### src/rtl/core/range_running_median_filter_defines.svh
// Assertion macros for the range running median filter.
// Included by files that carry concurrent checks; no other dependencies.
`ifndef RANGE_RUNNING_MEDIAN_FILTER_DEFINES_SVH
`define RANGE_RUNNING_MEDIAN_FILTER_DEFINES_SVH

// Same-cycle implication, checked on the rising clock edge, off in reset.
`define RRMF_ASSERT_SAME(lbl, clk, rst_n, ante, cons, msg) \
    lbl: assert property (@(posedge clk) disable iff (!rst_n) (ante) |-> (cons)) \
        else $error(msg);

// Next-cycle implication, checked on the rising clock edge, off in reset.
`define RRMF_ASSERT_NEXT(lbl, clk, rst_n, ante, cons, msg) \
    lbl: assert property (@(posedge clk) disable iff (!rst_n) (ante) |=> (cons)) \
        else $error(msg);

`endif

### src/rtl/core/rrmf_pkg.sv
// Shared types and constants for the range running median filter.
// No dependencies; imported by every module of the block.
`timescale 1ns / 1ps

package rrmf_pkg;

    localparam int RANGE_W        = 16;
    localparam int DEF_WINDOW_LEN = 8;
    localparam int CFG_IDX_W      = 2;

    typedef logic [RANGE_W-1:0] t_range;

    localparam t_range RESET_MAX_VALID = 16'd8000;
    localparam t_range RESET_STALE     = 16'd150;
    localparam t_range SEED_FALLBACK   = 16'd150;
    localparam t_range TICK_MAX        = 16'hFFFF;

    typedef enum logic [1:0] {
        KIND_SEED   = 2'd0,
        KIND_SAMPLE = 2'd1,
        KIND_TICK   = 2'd2,
        KIND_RSVD   = 2'd3
    } t_kind;

    localparam logic [CFG_IDX_W-1:0] CFG_MAX_VALID = 2'd0;
    localparam logic [CFG_IDX_W-1:0] CFG_STALE     = 2'd1;

    // Window write request from the sequencer.
    typedef struct packed {
        logic   seed_we;
        logic   samp_we;
        t_range data;
    } t_win_wr;

endpackage

### src/rtl/core/rrmf_window.sv
// Ring window store and write pointer for the range running median filter.
// Depends on rrmf_pkg.
`timescale 1ns / 1ps

module rrmf_window #(
    parameter int WINDOW_LEN = rrmf_pkg::DEF_WINDOW_LEN
) (
    input  logic              i_clk,
    input  logic              i_rst_n,
    input  rrmf_pkg::t_win_wr i_wr,
    output rrmf_pkg::t_range  o_window [WINDOW_LEN]
);
    import rrmf_pkg::*;

    localparam int PTR_W = (WINDOW_LEN > 1) ? $clog2(WINDOW_LEN) : 1;
    localparam logic [PTR_W-1:0] PTR_LAST = PTR_W'(WINDOW_LEN - 1);

    t_range           r_window [WINDOW_LEN];
    logic [PTR_W-1:0] r_wptr;
    logic [PTR_W-1:0] n_wptr;

    always_comb begin
        n_wptr = r_wptr;
        if (i_wr.samp_we) begin
            n_wptr = (r_wptr == PTR_LAST) ? '0 : r_wptr + 1'b1;
        end
    end

    always_ff @(posedge i_clk) begin
        if (!i_rst_n) begin
            r_wptr <= '0;
        end else begin
            r_wptr <= n_wptr;
        end
    end

    // Seed fills every slot; a sample lands at the write pointer.
    always_ff @(posedge i_clk) begin
        for (int i = 0; i < WINDOW_LEN; i++) begin
            if (i_wr.seed_we || (i_wr.samp_we && (r_wptr == PTR_W'(i)))) begin
                r_window[i] <= i_wr.data;
            end
        end
    end

    assign o_window = r_window;

endmodule

### src/rtl/core/rrmf_rank.sv
// Rank unit: compares one candidate slot against the whole window and
// flags it when it sits at the median position. Depends on rrmf_pkg.
`timescale 1ns / 1ps

module rrmf_rank #(
    parameter int WINDOW_LEN = rrmf_pkg::DEF_WINDOW_LEN,
    parameter int PTR_W      = (WINDOW_LEN > 1) ? $clog2(WINDOW_LEN) : 1
) (
    input  rrmf_pkg::t_range i_window [WINDOW_LEN],
    input  logic [PTR_W-1:0] i_cand,
    output rrmf_pkg::t_range o_cand_val,
    output logic             o_found
);
    import rrmf_pkg::*;

    localparam int CNT_W = $clog2(WINDOW_LEN + 1);
    localparam logic [CNT_W-1:0] MED_IDX = CNT_W'(WINDOW_LEN / 2);

    t_range           w_cand;
    logic [CNT_W-1:0] w_lt_cnt;
    logic [CNT_W-1:0] w_le_cnt;

    assign w_cand = i_window[i_cand];

    always_comb begin
        w_lt_cnt = '0;
        w_le_cnt = '0;
        for (int i = 0; i < WINDOW_LEN; i++) begin
            w_lt_cnt = w_lt_cnt + CNT_W'(i_window[i] <  w_cand);
            w_le_cnt = w_le_cnt + CNT_W'(i_window[i] <= w_cand);
        end
    end

    // The candidate covers sorted positions lt .. le-1.
    assign o_found    = (w_lt_cnt <= MED_IDX) && (w_le_cnt > MED_IDX);
    assign o_cand_val = w_cand;

endmodule

### src/rtl/core/range_running_median_filter.sv
// Top level of the range running median filter: sequencer, registers, output stage.
// Depends on rrmf_pkg, rrmf_window, rrmf_rank and the assertion macro header.
`timescale 1ns / 1ps
`include "range_running_median_filter_defines.svh"

// A seed, a tick, a rejected sample or an unused kind returns its result in
// the cycle after the input beat. An accepted sample is first written into
// the ring window; then a single rank unit tests one candidate slot per cycle
// against all slots until it finds the one at sorted position WINDOW_LEN/2.
// The block takes one item at a time; the next input beat is taken at the
// earliest in the cycle the previous result is taken. Configuration writes
// apply at once and should only come while idle.
module range_running_median_filter #(
    parameter int WINDOW_LEN = rrmf_pkg::DEF_WINDOW_LEN
) (
    input  logic                           i_clk,
    input  logic                           i_rst_n,
    input  logic                           i_cfg_we,
    input  logic [rrmf_pkg::CFG_IDX_W-1:0] i_cfg_idx,
    input  logic [rrmf_pkg::RANGE_W-1:0]   i_cfg_data,
    input  logic                           i_valid,
    output logic                           o_stall,
    input  logic [1:0]                     i_kind,
    input  logic [rrmf_pkg::RANGE_W-1:0]   i_range,
    output logic                           o_valid,
    input  logic                           i_stall,
    output logic [rrmf_pkg::RANGE_W-1:0]   o_distance,
    output logic                           o_fresh,
    output logic                           o_accepted
);
    import rrmf_pkg::*;

    localparam int PTR_W = (WINDOW_LEN > 1) ? $clog2(WINDOW_LEN) : 1;

    typedef enum logic [1:0] {
        S_IDLE   = 2'b01,
        S_SEARCH = 2'b10
    } t_state;

    t_state           r_state,    n_state;
    logic [PTR_W-1:0] r_cand,     n_cand;
    logic             r_started,  n_started;
    t_range           r_elapsed,  n_elapsed;
    t_range           r_median,   n_median;
    t_range           r_max_valid;
    t_range           r_stale;
    logic             r_out_valid, n_out_valid;
    t_range           r_out_dist,  n_out_dist;
    logic             r_out_fresh, n_out_fresh;
    logic             r_out_acc,   n_out_acc;

    t_win_wr w_wr;
    t_range  w_window [WINDOW_LEN];
    t_range  w_cand_val;
    logic    w_found;
    logic    w_in_acc;
    logic    w_out_take;
    logic    w_finish;
    logic    w_took;
    logic    w_fresh;
    t_range  w_seed;

    rrmf_window #(
        .WINDOW_LEN (WINDOW_LEN)
    ) u_window (
        .i_clk    (i_clk),
        .i_rst_n  (i_rst_n),
        .i_wr     (w_wr),
        .o_window (w_window)
    );

    rrmf_rank #(
        .WINDOW_LEN (WINDOW_LEN),
        .PTR_W      (PTR_W)
    ) u_rank (
        .i_window   (w_window),
        .i_cand     (r_cand),
        .o_cand_val (w_cand_val),
        .o_found    (w_found)
    );

    assign o_stall    = (r_state != S_IDLE) || (r_out_valid && i_stall);
    assign w_in_acc   = i_valid && !o_stall;
    assign w_out_take = r_out_valid && !i_stall;
    assign w_seed     = ((i_range == '0) || (i_range > r_max_valid)) ? SEED_FALLBACK
                                                                     : i_range;

    always_comb begin
        n_state      = r_state;
        n_cand       = r_cand;
        n_started    = r_started;
        n_elapsed    = r_elapsed;
        n_median     = r_median;
        w_wr.seed_we = 1'b0;
        w_wr.samp_we = 1'b0;
        w_wr.data    = (t_kind'(i_kind) == KIND_SEED) ? w_seed : i_range;
        w_finish     = 1'b0;
        w_took       = 1'b0;

        unique case (r_state)
            S_IDLE: begin
                if (w_in_acc) begin
                    unique case (t_kind'(i_kind))
                        KIND_SEED: begin
                            w_wr.seed_we = 1'b1;
                            n_median     = w_seed;
                            n_elapsed    = '0;
                            n_started    = 1'b1;
                            w_finish     = 1'b1;
                        end
                        KIND_SAMPLE: begin
                            if (r_started && (i_range < r_max_valid)) begin
                                w_wr.samp_we = 1'b1;
                                n_elapsed    = '0;
                                n_cand       = '0;
                                n_state      = S_SEARCH;
                            end else begin
                                w_finish = 1'b1;
                            end
                        end
                        KIND_TICK: begin
                            if (r_elapsed != TICK_MAX) begin
                                n_elapsed = r_elapsed + 1'b1;
                            end
                            w_finish = 1'b1;
                        end
                        KIND_RSVD: begin
                            w_finish = 1'b1;
                        end
                        default: begin
                            w_finish = 1'b1;
                        end
                    endcase
                end
            end
            S_SEARCH: begin
                // Advance one candidate per cycle until it sits at the median rank.
                if (w_found) begin
                    n_median = w_cand_val;
                    n_state  = S_IDLE;
                    w_finish = 1'b1;
                    w_took   = 1'b1;
                end else begin
                    n_cand = r_cand + 1'b1;
                end
            end
            default: begin
                n_state = S_IDLE;
            end
        endcase
    end

    assign w_fresh = n_started && (n_elapsed <= r_stale);

    always_comb begin
        n_out_valid = r_out_valid;
        n_out_dist  = r_out_dist;
        n_out_fresh = r_out_fresh;
        n_out_acc   = r_out_acc;
        if (w_finish) begin
            n_out_valid = 1'b1;
            n_out_dist  = w_fresh ? n_median : '0;
            n_out_fresh = w_fresh;
            n_out_acc   = w_took;
        end else if (w_out_take) begin
            n_out_valid = 1'b0;
        end
    end

    always_ff @(posedge i_clk) begin
        if (!i_rst_n) begin
            r_state     <= S_IDLE;
            r_cand      <= '0;
            r_started   <= 1'b0;
            r_elapsed   <= '0;
            r_median    <= '0;
            r_out_valid <= 1'b0;
        end else begin
            r_state     <= n_state;
            r_cand      <= n_cand;
            r_started   <= n_started;
            r_elapsed   <= n_elapsed;
            r_median    <= n_median;
            r_out_valid <= n_out_valid;
        end
    end

    always_ff @(posedge i_clk) begin
        if (!i_rst_n) begin
            r_max_valid <= RESET_MAX_VALID;
            r_stale     <= RESET_STALE;
        end else if (i_cfg_we) begin
            unique case (i_cfg_idx)
                CFG_MAX_VALID: r_max_valid <= i_cfg_data;
                CFG_STALE:     r_stale     <= i_cfg_data;
                default: begin
                end
            endcase
        end
    end

    always_ff @(posedge i_clk) begin
        r_out_dist  <= n_out_dist;
        r_out_fresh <= n_out_fresh;
        r_out_acc   <= n_out_acc;
    end

    assign o_valid    = r_out_valid;
    assign o_distance = r_out_dist;
    assign o_fresh    = r_out_fresh;
    assign o_accepted = r_out_acc;

    `RRMF_ASSERT_SAME(a_search_no_out, i_clk, i_rst_n, r_state == S_SEARCH, !r_out_valid, "result pending during median search")
    `RRMF_ASSERT_SAME(a_cand_range, i_clk, i_rst_n, r_state == S_SEARCH, r_cand < PTR_W'(WINDOW_LEN - 1) || r_cand == PTR_W'(WINDOW_LEN - 1), "median search ran past the window")
    `RRMF_ASSERT_NEXT(a_found_emits, i_clk, i_rst_n, r_state == S_SEARCH && w_found, r_out_valid && r_out_acc && r_state == S_IDLE, "median found without result")
    `RRMF_ASSERT_SAME(a_acc_fresh, i_clk, i_rst_n, r_out_valid && r_out_acc, r_out_fresh, "taken sample reported stale")

endmodule

### config.mk
export PLATFORM = sky130hd
export DESIGN_NAME = range_running_median_filter
export DESIGN_NICKNAME = d
export VERILOG_FILES = /design/src/rtl/core/rrmf_pkg.sv /design/src/rtl/core/rrmf_window.sv /design/src/rtl/core/rrmf_rank.sv /design/src/rtl/core/range_running_median_filter.sv
export VERILOG_INCLUDE_DIRS = /design/src /design/src/rtl/core
export SDC_FILE = /design/constraint.sdc
export NUM_CORES = 1
export LEC_CHECK = 0
export BUFFER_PORTS_ARGS = -buffer_cell sky130_fd_sc_hd__buf_2
export CAP_MARGIN = 40
export CORE_MARGIN = 1.5
export CORE_UTILIZATION = 33
export DETAILED_ROUTE_END_ITERATION = 10
export GPL_ROUTABILITY_DRIVEN = 0
export PLACE_DENSITY = 0.53
export SYNTH_ARGS = -nofsm -noshare
export SYNTH_HDL_FRONTEND = slang
export SYNTH_SLANG_ARGS = --single-unit
### constraint.sdc
create_clock -name i_clk -period 7 [get_ports i_clk]
set_input_delay 0.7 -clock i_clk [delete_from_list [all_inputs] [get_ports i_clk]]
set_output_delay 0.7 -clock i_clk [all_outputs]
set_load 0.1 [all_outputs]
## Yosys cells after proc, flatten, opt, wreduce, memory -nomap -nowiden

Index checks and enable logic that the tools add are counted.

- ROM bits: 0
- Memory bits (writable): 0
- Register bits after elaboration: 220
- Bits of input ports: 41
- Latch bits: 0
- Memories kept: 0

- Muxes and demuxes: 40
- Reduce and logical (&&, ||, !) cells: 37
- Shifts and indexed selects: 0
- Multiply operators: 0
- Bitwise logic cells: 1
- Eq/ne operators: 20
- Divide/modulo/power cells: 0
- Magnitude comparators: 22
- $add $sub $neg: 17

Operator list:

| operator | count |
|---|---|
| $mux W16 | 11 |
| $le A16 B16 Y1 | 9 |
| $lt A16 B16 Y1 | 9 |
| $add A4 B1 Y4 | 12 |
| $bmux W16 S3 | 1 |
| $pmux W16 S3 | 1 |
| $pmux W16 S2 | 1 |
| $add A16 B1 Y16 const B | 1 |
| $gt A16 B16 Y1 | 1 |
| $logic_not A16 Y1 | 1 |
| $ne A16 B16 Y1 const B | 1 |
| $mux W3 | 5 |
| $logic_and A1 B1 Y1 | 14 |
| $eq A3 B3 Y1 const B | 4 |
| $mux W2 | 6 |
| $mux W1 | 11 |
| $logic_or A1 B1 Y1 | 10 |
| $add A3 B1 Y3 const B | 2 |
| $eq A2 B1 Y1 const B | 3 |
| $eq A2 B2 Y1 const B | 3 |
| $eq A3 B2 Y1 const B | 2 |
| $ne A2 B1 Y1 const B | 3 |
| $ne A2 B2 Y1 const B | 3 |
| $pmux W3 S2 | 1 |
| 16 further kinds | 22 |

## Longest topological paths before layout

Gate-level depths: netlist of run 1.

- Depth in word-level cells: 17
- Depth in mapped cells: 28
- Depth with buffers taken out: 23

## Modules after synthesis

From an unflattened synthesis of run 1, not the netlist that was laid out.

- Cell total of the unflattened synthesis: 1325
- Area, all modules: 13974.7 um^2

By module, submodules not included:

| module | cells each | instances | sequential area each (um^2) | area each (um^2) |
|---|---|---|---|---|
| range_running_median_filter | 719 | 1 | 1961.9 | 5730.5 |
| rrmf_window | 159 | 1 | 3903.7 | 4142.7 |
| rrmf_rank | 447 | 1 | 0.0 | 4101.4 |

## Least setup slack after synthesis of run 1

Ideal clock, no wire load.

- Kind: register to register
- Start: register r_cand[1]
- End: register r_out_acc, in the netlist o_accepted, enable pin
- Setup slack: 482 ps
- Cell stages (with the launch flop): 27
- Period minus slack after synthesis: 6518 ps
- Data required time: 6622 ps
- Data arrival time: 6140 ps
- Cell sequence: dfxtp_1 -> clkbuf_1 -> buf_2 -> buf_2 -> mux4_2 -> mux2i_1 -> ha_1 -> a21o_1 -> a21oi_1 -> nor2b_1 -> o21a_1 -> o21ai_0 -> a31oi_1 -> o21ai_0 -> fa_1 -> inv_1 -> fa_1 -> fa_1 -> inv_1 -> fa_1 -> inv_1 -> a21oi_1 -> o2111a_1 -> nand2b_1 -> clkbuf_1 -> buf_2 -> nand2_1

- Longest elaborated chain between the ends: 16
- Elaborated cells on any way between the ends: 39
- Those cells by class: add/sub: 14; order compare: 18; mux: 5; bitwise: 1; reduce/logical: 1

Ends and longest elaborated chain:

| item | RTL line | RTL |
|---|---|---|
| start, declared | range_running_median_filter.sv:41 | `logic [PTR_W-1:0] r_cand, n_cand;` |
| start signal, assigned | range_running_median_filter.sv:180 | `r_cand <= n_cand;` |
| $not A3 Y4 (implied by the code) * | rrmf_rank.sv:23 | `assign w_cand = i_window[i_cand];` |
| $bmux W16 S3 * | rrmf_rank.sv:23 |  |
| $mux W16 (implied by the code) * (2 in series) | rrmf_rank.sv:23 |  |
| $lt A16 B16 Y1 or $le A16 B16 Y1 (tied branches) | rrmf_rank.sv:29, rrmf_rank.sv:30 |  |
| $add A1 B1 Y2 (on tied branches) | rrmf_rank.sv:29, rrmf_rank.sv:30 |  |
| $add A4 B1 Y4 (on tied branches) (6 in series) | rrmf_rank.sv:29, rrmf_rank.sv:30 |  |
| $le A4 B3 Y1 or $gt A4 B3 Y1 (tied branches) | rrmf_rank.sv:35 | `assign o_found = (w_lt_cnt <= MED_IDX) && (w_le_cnt > MED_IDX);` |
| $logic_and A1 B1 Y1 * | rrmf_rank.sv:35 |  |
| $mux W1 * | range_running_median_filter.sv:138 | `if (w_found) begin` |
| $pmux W1 S2 * | range_running_median_filter.sv:100 | `unique case (r_state)` |
| end signal, assigned | range_running_median_filter.sv:205 | `r_out_acc <= n_out_acc;` |
| end, declared | range_running_median_filter.sv:50 | `logic r_out_acc, n_out_acc;` |

Every way passes the cells marked *; elsewhere a longest branch is shown, timed or not. The select of a mux whose other input is x is not followed.
A chain may end at the register's enable or synchronous reset.

## Worst setup path after layout of run 1

- Start: register r_cand[0]
- End: register r_out_dist[0], in the netlist o_distance[0] (data pin)

- Longest elaborated chain between the ends: 16
- Elaborated cells on any way between the ends: 39
- Those cells by class: add/sub: 14; order compare: 18; mux: 5; bitwise: 1; reduce/logical: 1

Ends and longest elaborated chain:

| item | RTL line | RTL |
|---|---|---|
| $not A3 Y4 (implied by the code) * | rrmf_rank.sv:23 |  |
| $bmux W16 S3 * | rrmf_rank.sv:23 |  |
| $mux W16 (implied by the code) * (2 in series) | rrmf_rank.sv:23 |  |
| $lt A16 B16 Y1 or $le A16 B16 Y1 (tied branches) | rrmf_rank.sv:29, rrmf_rank.sv:30 |  |
| $add A1 B1 Y2 (on tied branches) | rrmf_rank.sv:29, rrmf_rank.sv:30 |  |
| $add A4 B1 Y4 (on tied branches) (6 in series) | rrmf_rank.sv:29, rrmf_rank.sv:30 |  |
| $le A4 B3 Y1 or $gt A4 B3 Y1 (tied branches) | rrmf_rank.sv:35 |  |
| $logic_and A1 B1 Y1 | rrmf_rank.sv:35 |  |
| $mux W16 * | range_running_median_filter.sv:138 |  |
| $pmux W16 S2 * | range_running_median_filter.sv:100 |  |
| end signal, assigned | range_running_median_filter.sv:203 | `r_out_dist <= n_out_dist;` |
| end, declared | range_running_median_filter.sv:48 | `t_range r_out_dist, n_out_dist;` |

Marked as above.

==> qor.yml, run 1 <==
drc_errors: 0
min_period_over_period: 0.941
cts_setup_buffers: 0
area_growth_pct: 15.1
synth_warnings: 0
synth-compound-area-share: 0.136
vias: 9890
synthAdderAreaFrac: 0.178
vias_per_cell: 5.42
start_util: 0.334
grt-ovfl-total: 0
clock_skew_ps: 37.7
timing.slew.headroom: 0.461
start_kind: "flop"
crit_cells: 23
worstPathRequired_ps: 7290
yosys.area_share.simple: 0.138
ioPinCount: 61
regToRegEndpoint: "o_distance[0]$_SDFFCE_PN0P_"
cp_max_fo: 15
dr.pass1.iters: 4
fin_util: 0.385
ir_drop_v: 0.000162
cp-endpoint: "o_distance[0]$_SDFFCE_PN0P_"
diodes: 0
tightest_slew_ps: 809
hold_viol: 0
grt_pass1_vias: 10200
syn-cell-area_sq_um: 13300
core-area_sq_um: 39700
cp_cell_sequence: "buf_12 -> mux4_2 -> mux2i_1 -> ha_1 -> a21o_1 -> a21oi_1 -> nor2b_1 -> o21a_1 -> o21ai_0 -> a31oi_1 -> nor2_1 -> fa_1 -> fa_1 -> inv_1 -> fa_1 -> fa_1 -> xnor2_1 -> nand2_1 -> o211ai_1 -> a211o_2 -> a22o_1 -> a21oi_1 -> nor2_1"
avgSynthCellArea_sq_um: 11.1
tns_ps: 0
cts_max_path_buffers: 3
drv_cap: 0
crit_path_start: "r_cand[0]$_SDFFE_PN0P_"
status: "finished, final reports clean"
holdBufCountCts: 0
cp_top_family: "adder cells"
die_x_microns: 204
yosysSeqAreaShare: 0.442
grt_pass1_wl_microns: 59400
ys_ff_latch: 220
cts-root-buf: "clkbuf_16"
die-area_sq_um: 41500
drive_gt1_frac: 0.163
endpoint_kind: "flop"
crit_buf_inv: 2
r2r-start: "r_cand[0]$_SDFFE_PN0P_"
report.final.slew_viol_count: 0
ff2ff_path_depth: 23
track_usage: 0.187
path_clk_slew_ps: 60
cpMaxStageDelayCell: "dfxtp_2"
synth.distinct_cells: 80
postRouteWirelength_microns: 37900
row_count: 73
route.antenna.remaining_nets: 0
async_flop_share: 0
antenna_found_initial: 0
cp_data_arrival_time_ps: 6880
min_period_ps: 6590
critPathKind: "reg2reg"
fp.dieH_microns: 204
powerDensity_nw_per_um2: 214
fmax_mhz: 152
layout.nets: 1506
drt_iter0_drc: 593
synth_edf_count: 146
grt_start_max_net_pins: 45
synthMuxAreaShare: 0.0694
nFillCells: 3925
leakage_nw: 5.94
cp_slowest_stage_delay_ps: 560
grt_setup_unrepaired: "no"
cts_tree: "built"
cts_buffers: 26
hold_depth: 3
crit_top_cell: "fa_1"
synth_fp_nets: 1421
rrSetupSlack_ps: 410
setup_violations: 0
h-tree-depth: 1
routedWlPerCell_microns: 20.7
io_buffer_count: 60
postSynthCellCount: 1196
synth_top_family_by_area: "adder cells"
synth-xor-area-share: 0.00132
hp-class: "in2reg"
insertion_delay_ps: 570
dpl.hpwl_microns: 29200
clock_sinks: 220
synth-main-ff-cell: "edfxtp_1"
## worst register-to-register path: stages, from the launching register on
cell and delay (ps):
dfxtp_2 560, buf_12 240, mux4_2 560, mux2i_1 210, ha_1 280, a21o_1 160, a21oi_1 160, nor2b_1 70
o21a_1 160, o21ai_0 260, a31oi_1 150, nor2_1 180, fa_1 470, fa_1 540, inv_1 50, fa_1 450
fa_1 390, xnor2_1 140, nand2_1 110, o211ai_1 190, a211o_2 550, a22o_1 250, a21oi_1 160, nor2_1 50
## cells by family (layout without fill, tap and decap cells)
family                     count (synthesis)  in the layout
muxes                                     52             52
buffers and inverters                    111            216
DFF                                      220            220
adders and majority gates                184            184
xor gates and xnor gates                   2              2
and+or+nand+nor                          366            366
AOI/OAI and AO/OA                        261            261
## placed cells by master, fill, tap and decap left out, types with 7 or more instances in the layout
cell / n
nand4_1: 26
o21ai_0: 47
edfxtp_1: 146
buf_2: 60
dfxtp_1: 73
buf_4: 29
mux2i_1: 19
o21a_1: 14
nor2b_1: 25
o211ai_1: 25
fa_1: 8
a21oi_1: 65
nand2_1: 106
inv_1: 72
nor4_1: 10
clkbuf_16: 26
a211oi_1: 7
and3_1: 8
a21o_1: 25
nor2_1: 91
mux4_2: 32
ha_1: 176
and2_1: 14
o22ai_1: 9
a221oi_2: 11
nor3_1: 17
a31oi_1: 12
nand3_1: 27
## worst min path at each step
stage | start | to | slack, ps
2_1_floorplan | r_max_valid[13]$_SDFFE_PN0P_ | r_max_valid[13]$_SDFFE_PN0P_ | 440
3_3_place_gp | r_max_valid[2]$_SDFFE_PN0P_ | r_max_valid[2]$_SDFFE_PN0P_ | 450
3_5_place_dp | r_stale[15]$_SDFFE_PN0P_ | r_stale[15]$_SDFFE_PN0P_ | 450
4_1_cts | i_cfg_data[3] | r_max_valid[3]$_SDFFE_PN0P_ | 380
5_1_grt | i_cfg_data[15] | r_stale[15]$_SDFFE_PN0P_ | 400
6_report | i_cfg_data[3] | r_max_valid[3]$_SDFFE_PN0P_ | 390
## state kept, by name, indices dropped and copies added (netlist names)
| register | cells |
|---|---|
| u_window.o_window | 128 |
| u_window.r_wptr | 3 |
| r_max_valid | 16 |
| o_distance | 16 |
| r_cand | 3 |
| r_started | 1 |
| r_elapsed | 16 |
| o_fresh | 1 |
| r_state | 2 |
| r_median | 16 |
| o_valid | 1 |
| r_stale | 16 |
| o_accepted | 1 |
## what timing repair did
action | 4_1_cts | 5_1_grt
endpoints found under the setup margin | 0 | 33
gates resized for setup | 0 | 3
hold endpoints to repair | 0 | 0
## power breakdown
group / switching [mW] / internal [mW]
sequential: 0.0233 / 1.44
combinational: 0.275 / 0.136
clock: 0.569 / 0.827
total: 0.867 / 2.40
## synth_stat cells (7+ instances only)
library cell / number / area share
a221oi_2: 11 / 0.012
a211oi_1: 7 / 0.0040
buf_2: 10 / 0.0038
clkbuf_1: 20 / 0.0057
ha_1: 176 / 0.17
o211ai_1: 25 / 0.014
nor3_1: 18 / 0.0068
edfxtp_1: 146 / 0.33
mux2i_1: 19 / 0.014
nor2b_1: 25 / 0.012
fa_1: 8 / 0.012
a31oi_1: 12 / 0.0057
a21oi_1: 65 / 0.024
o21a_1: 14 / 0.0079
o22ai_1: 9 / 0.0042
mux4_2: 32 / 0.054
o21ai_0: 47 / 0.018
nand2_1: 106 / 0.030
and3_1: 8 / 0.0038
nor2_1: 91 / 0.026
and2_1: 14 / 0.0066
inv_1: 72 / 0.020
a21o_1: 25 / 0.014
nand4_1: 26 / 0.012
dfxtp_1: 74 / 0.11
nor4_1: 10 / 0.0047
nand3_1: 27 / 0.010
## metal layers
metal	share of wire	global-route usage	up-vias
li1	-	-	4725
met1	0.45	0.247	4896
met2	0.48	0.321	214
met3	0.045	0.0236	55
met4	0.021	0.0503	0
met5	0	0	-
## through the flow
stage / instance area (sq um) / hold slack (ps) / setup WS (ps) / power [mW] / cells
5_1_grt: 15300 / 397 / 6.00 / 3.40 / 1826
6_report: 15300 / 390 / 411 / 3.27 / 1826
4_1_cts: 15300 / 376 / 234 / 3.30 / 1826
3_5_place_dp: 14400 / 449 / 231 / 1.90 / 1778
2_1_floorplan: 13300 / 436 / 482 / 1.76 / 1196
3_3_place_gp: 14300 / 445 / 309 / 1.89 / 1775
## area by class of cell
| type | instances | area [sq um] | share of cell area |
|---|---|---|---|
| Inverter | 73 | 274 | 0.0179 |
| Sequential cell | 220 | 5870 | 0.384 |
| Tap cell | 525 | 657 | 0.0430 |
| Clock buffer | 34 | 711 | 0.0465 |
| Clock inverter | 14 | 163 | 0.0106 |
| Multi-Input combinational cell | 865 | 6970 | 0.456 |
| Timing Repair Buffer | 95 | 644 | 0.0422 |
Note: power is estimated with default switching activity, not from simulation.
==> inputs of run 2 (changes only) <==
--- a/config.mk
+++ b/config.mk
@@ -12,7 +12,7 @@
 export CORE_UTILIZATION = 33
 export DETAILED_ROUTE_END_ITERATION = 10
 export GPL_ROUTABILITY_DRIVEN = 0
-export PLACE_DENSITY = 0.53
+export PLACE_DENSITY = 0.49
 export SYNTH_ARGS = -nofsm -noshare
 export SYNTH_HDL_FRONTEND = slang
 export SYNTH_SLANG_ARGS = --single-unit
==> qor.yml, run 2 (synthesized netlist as in run 1, its figures left out) <==
dr.pass1.iters: 5
hp-class: "in2reg"
dpl.hpwl_microns: 29600
crit_top_cell: "fa_1"
leakage_nw: 5.92
endpoint_kind: "flop"
report.final.slew_viol_count: 0
hold_ws_ps: 412
cp_slowest_stage_delay_ps: 550
worstPathRequired_ps: 7290
crit_buf_inv: 3
vias_per_cell: 5.36
insertion_delay_ps: 560
grt_setup_unrepaired: "no"
track_usage: 0.186
layout.nets: 1507
diodes: 0
timing.slew.headroom: 0.408
holdBufCountCts: 0
cts_max_path_buffers: 3
start_kind: "flop"
clock_skew_ps: 22.9
fin_util: 0.383
tns_ps: 0
core-area_sq_um: 39700
critPathKind: "reg2reg"
grt_start_max_net_pins: 36
ioPinCount: 61
drive_gt1_frac: 0.161
final_cell_mix: "ha_1, edfxtp_1, nand2_1, nor2_1, dfxtp_1"
grt_pass1_vias: 9978
antenna_found_initial: 0
routedWlPerCell_microns: 20.8
io_buffer_count: 60
cpMaxStageDelayCell: "mux4_2"
largest_reg_flops: 128
cp_cell_sequence: "mux4_2 -> mux2i_1 -> buf_4 -> ha_1 -> nor2b_1 -> o21a_1 -> o21a_1 -> o211ai_1 -> a221o_1 -> a31oi_1 -> nor2_1 -> fa_1 -> fa_1 -> inv_1 -> fa_1 -> fa_1 -> nand2_1 -> nand2_1 -> o211ai_1 -> a211o_1 -> buf_4 -> a22o_1 -> a21oi_1 -> nor2_1"
drv_cap: 0
tightest_slew_ps: 886
cp_data_arrival_time_ps: 6900
setup_violations: 0
cts_tree: "built"
clock_sinks: 220
drc_errors: 0
status: "finished, final reports clean"
drt_iter0_drc: 519
vias: 9793
setup_slack_ps: 398
h-tree-depth: 1
postRouteWirelength_microns: 37900
die-area_sq_um: 41500
hold_viol: 0
min_period_ps: 6600
area_growth_pct: 14.6
cts-root-buf: "clkbuf_16"
cp_max_fo: 12
min_period_over_period: 0.943
ir_drop_v: 0.000158
fp.dieH_microns: 204
grt_pass1_wl_microns: 58900
row_count: 73
powerDensity_nw_per_um2: 211
fmax_mhz: 151
cp_top_family: "adder cells"
cts_buffers: 27
dp_slack_ps: 108
route.antenna.remaining_nets: 0
die_x_microns: 204
start_util: 0.334
grt-ovfl-total: 0
path_clk_slew_ps: 60
final_common_cell: "ha_1"
[run 2: changes by cell type in the layout (fill, tap and decap cells not counted), moves of 2 or more]
cell	change
buf_4	+2
bufinv_16	-3
clkbuf_1	+4
clkinv_1	-2
clkbuf_16	+3
buf_16	-2
[run 2: repair_timing]
action                     CTS  global route
setup endpoints to repair    0            19
resized for setup            0             2
setup buffers                0             0
hold endpoints to repair     0             0
[run 2: final cells by class]
class / count / area [sq um]
repair buffers: 95 / 599
flip-flops and latches: 220 / 5870
multi-input cells: 865 / 6960
clock buffers: 42 / 815
clock inverters: 8 / 46.3
inverters: 73 / 274
well taps: 525 / 657
fillers: 3924 / 24500
[run 2: report_power, final]
part | leakage, nW | total [mW] | switching, mW | internal [mW]
sequential | 1.96 | 1.46 | 0.0240 | 1.44
combinational | 3.53 | 0.414 | 0.278 | 0.136
clock | 0.427 | 1.35 | 0.548 | 0.798
total | 5.92 | 3.22 | 0.850 | 2.37
[run 2: worst paths after layout]
check,startpoint,to,slack (ps),cells after the start
worst max register to register,r_cand[0]$_SDFFE_PN0P_,o_distance[0]$_SDFFCE_PN0P_,400,24
worst min-delay path,i_cfg_data[15],r_max_valid[15]$_SDFFE_PN0P_,410,3
worst min register to register,r_max_valid[3]$_SDFFE_PN0P_,r_max_valid[3]$_SDFFE_PN0P_,450,2
worst max-delay path,r_cand[0]$_SDFFE_PN0P_,o_distance[0]$_SDFFCE_PN0P_,400,24
[run 2: layer usage]
layer	up-vias	GRT usage	wire length, microns
li1	4715	-	-
met2	216	0.313	17900
met5	-	0	0
met3	37	0.0254	1620
met1	4825	0.254	17800
met4	0	0.0397	596
[run 2: stage by stage]
step | cell area (sq um) | instances | power, mW
final | 15200 | 1828 | 3.22
after global placement | 14300 | 1776 | 1.90
after CTS | 15200 | 1828 | 3.25
after detailed placement | 14400 | 1778 | 1.90
after floorplan | 13300 | 1196 | 1.76
after global routing | 15200 | 1828 | 3.35
[run 2: worst reg2reg max path, stage by stage, from the launching register on]
cell	delay, ps
dfxtp_4	490
mux4_2	560
mux2i_1	260
buf_4	250
ha_1	260
nor2b_1	130
o21a_1	160
o21a_1	170
o211ai_1	190
a221o_1	180
a31oi_1	100
nor2_1	190
fa_1	470
fa_1	540
inv_1	50
fa_1	470
fa_1	490
nand2_1	50
nand2_1	110
o211ai_1	210
a211o_1	350
buf_4	210
a22o_1	240
a21oi_1	170
nor2_1	60
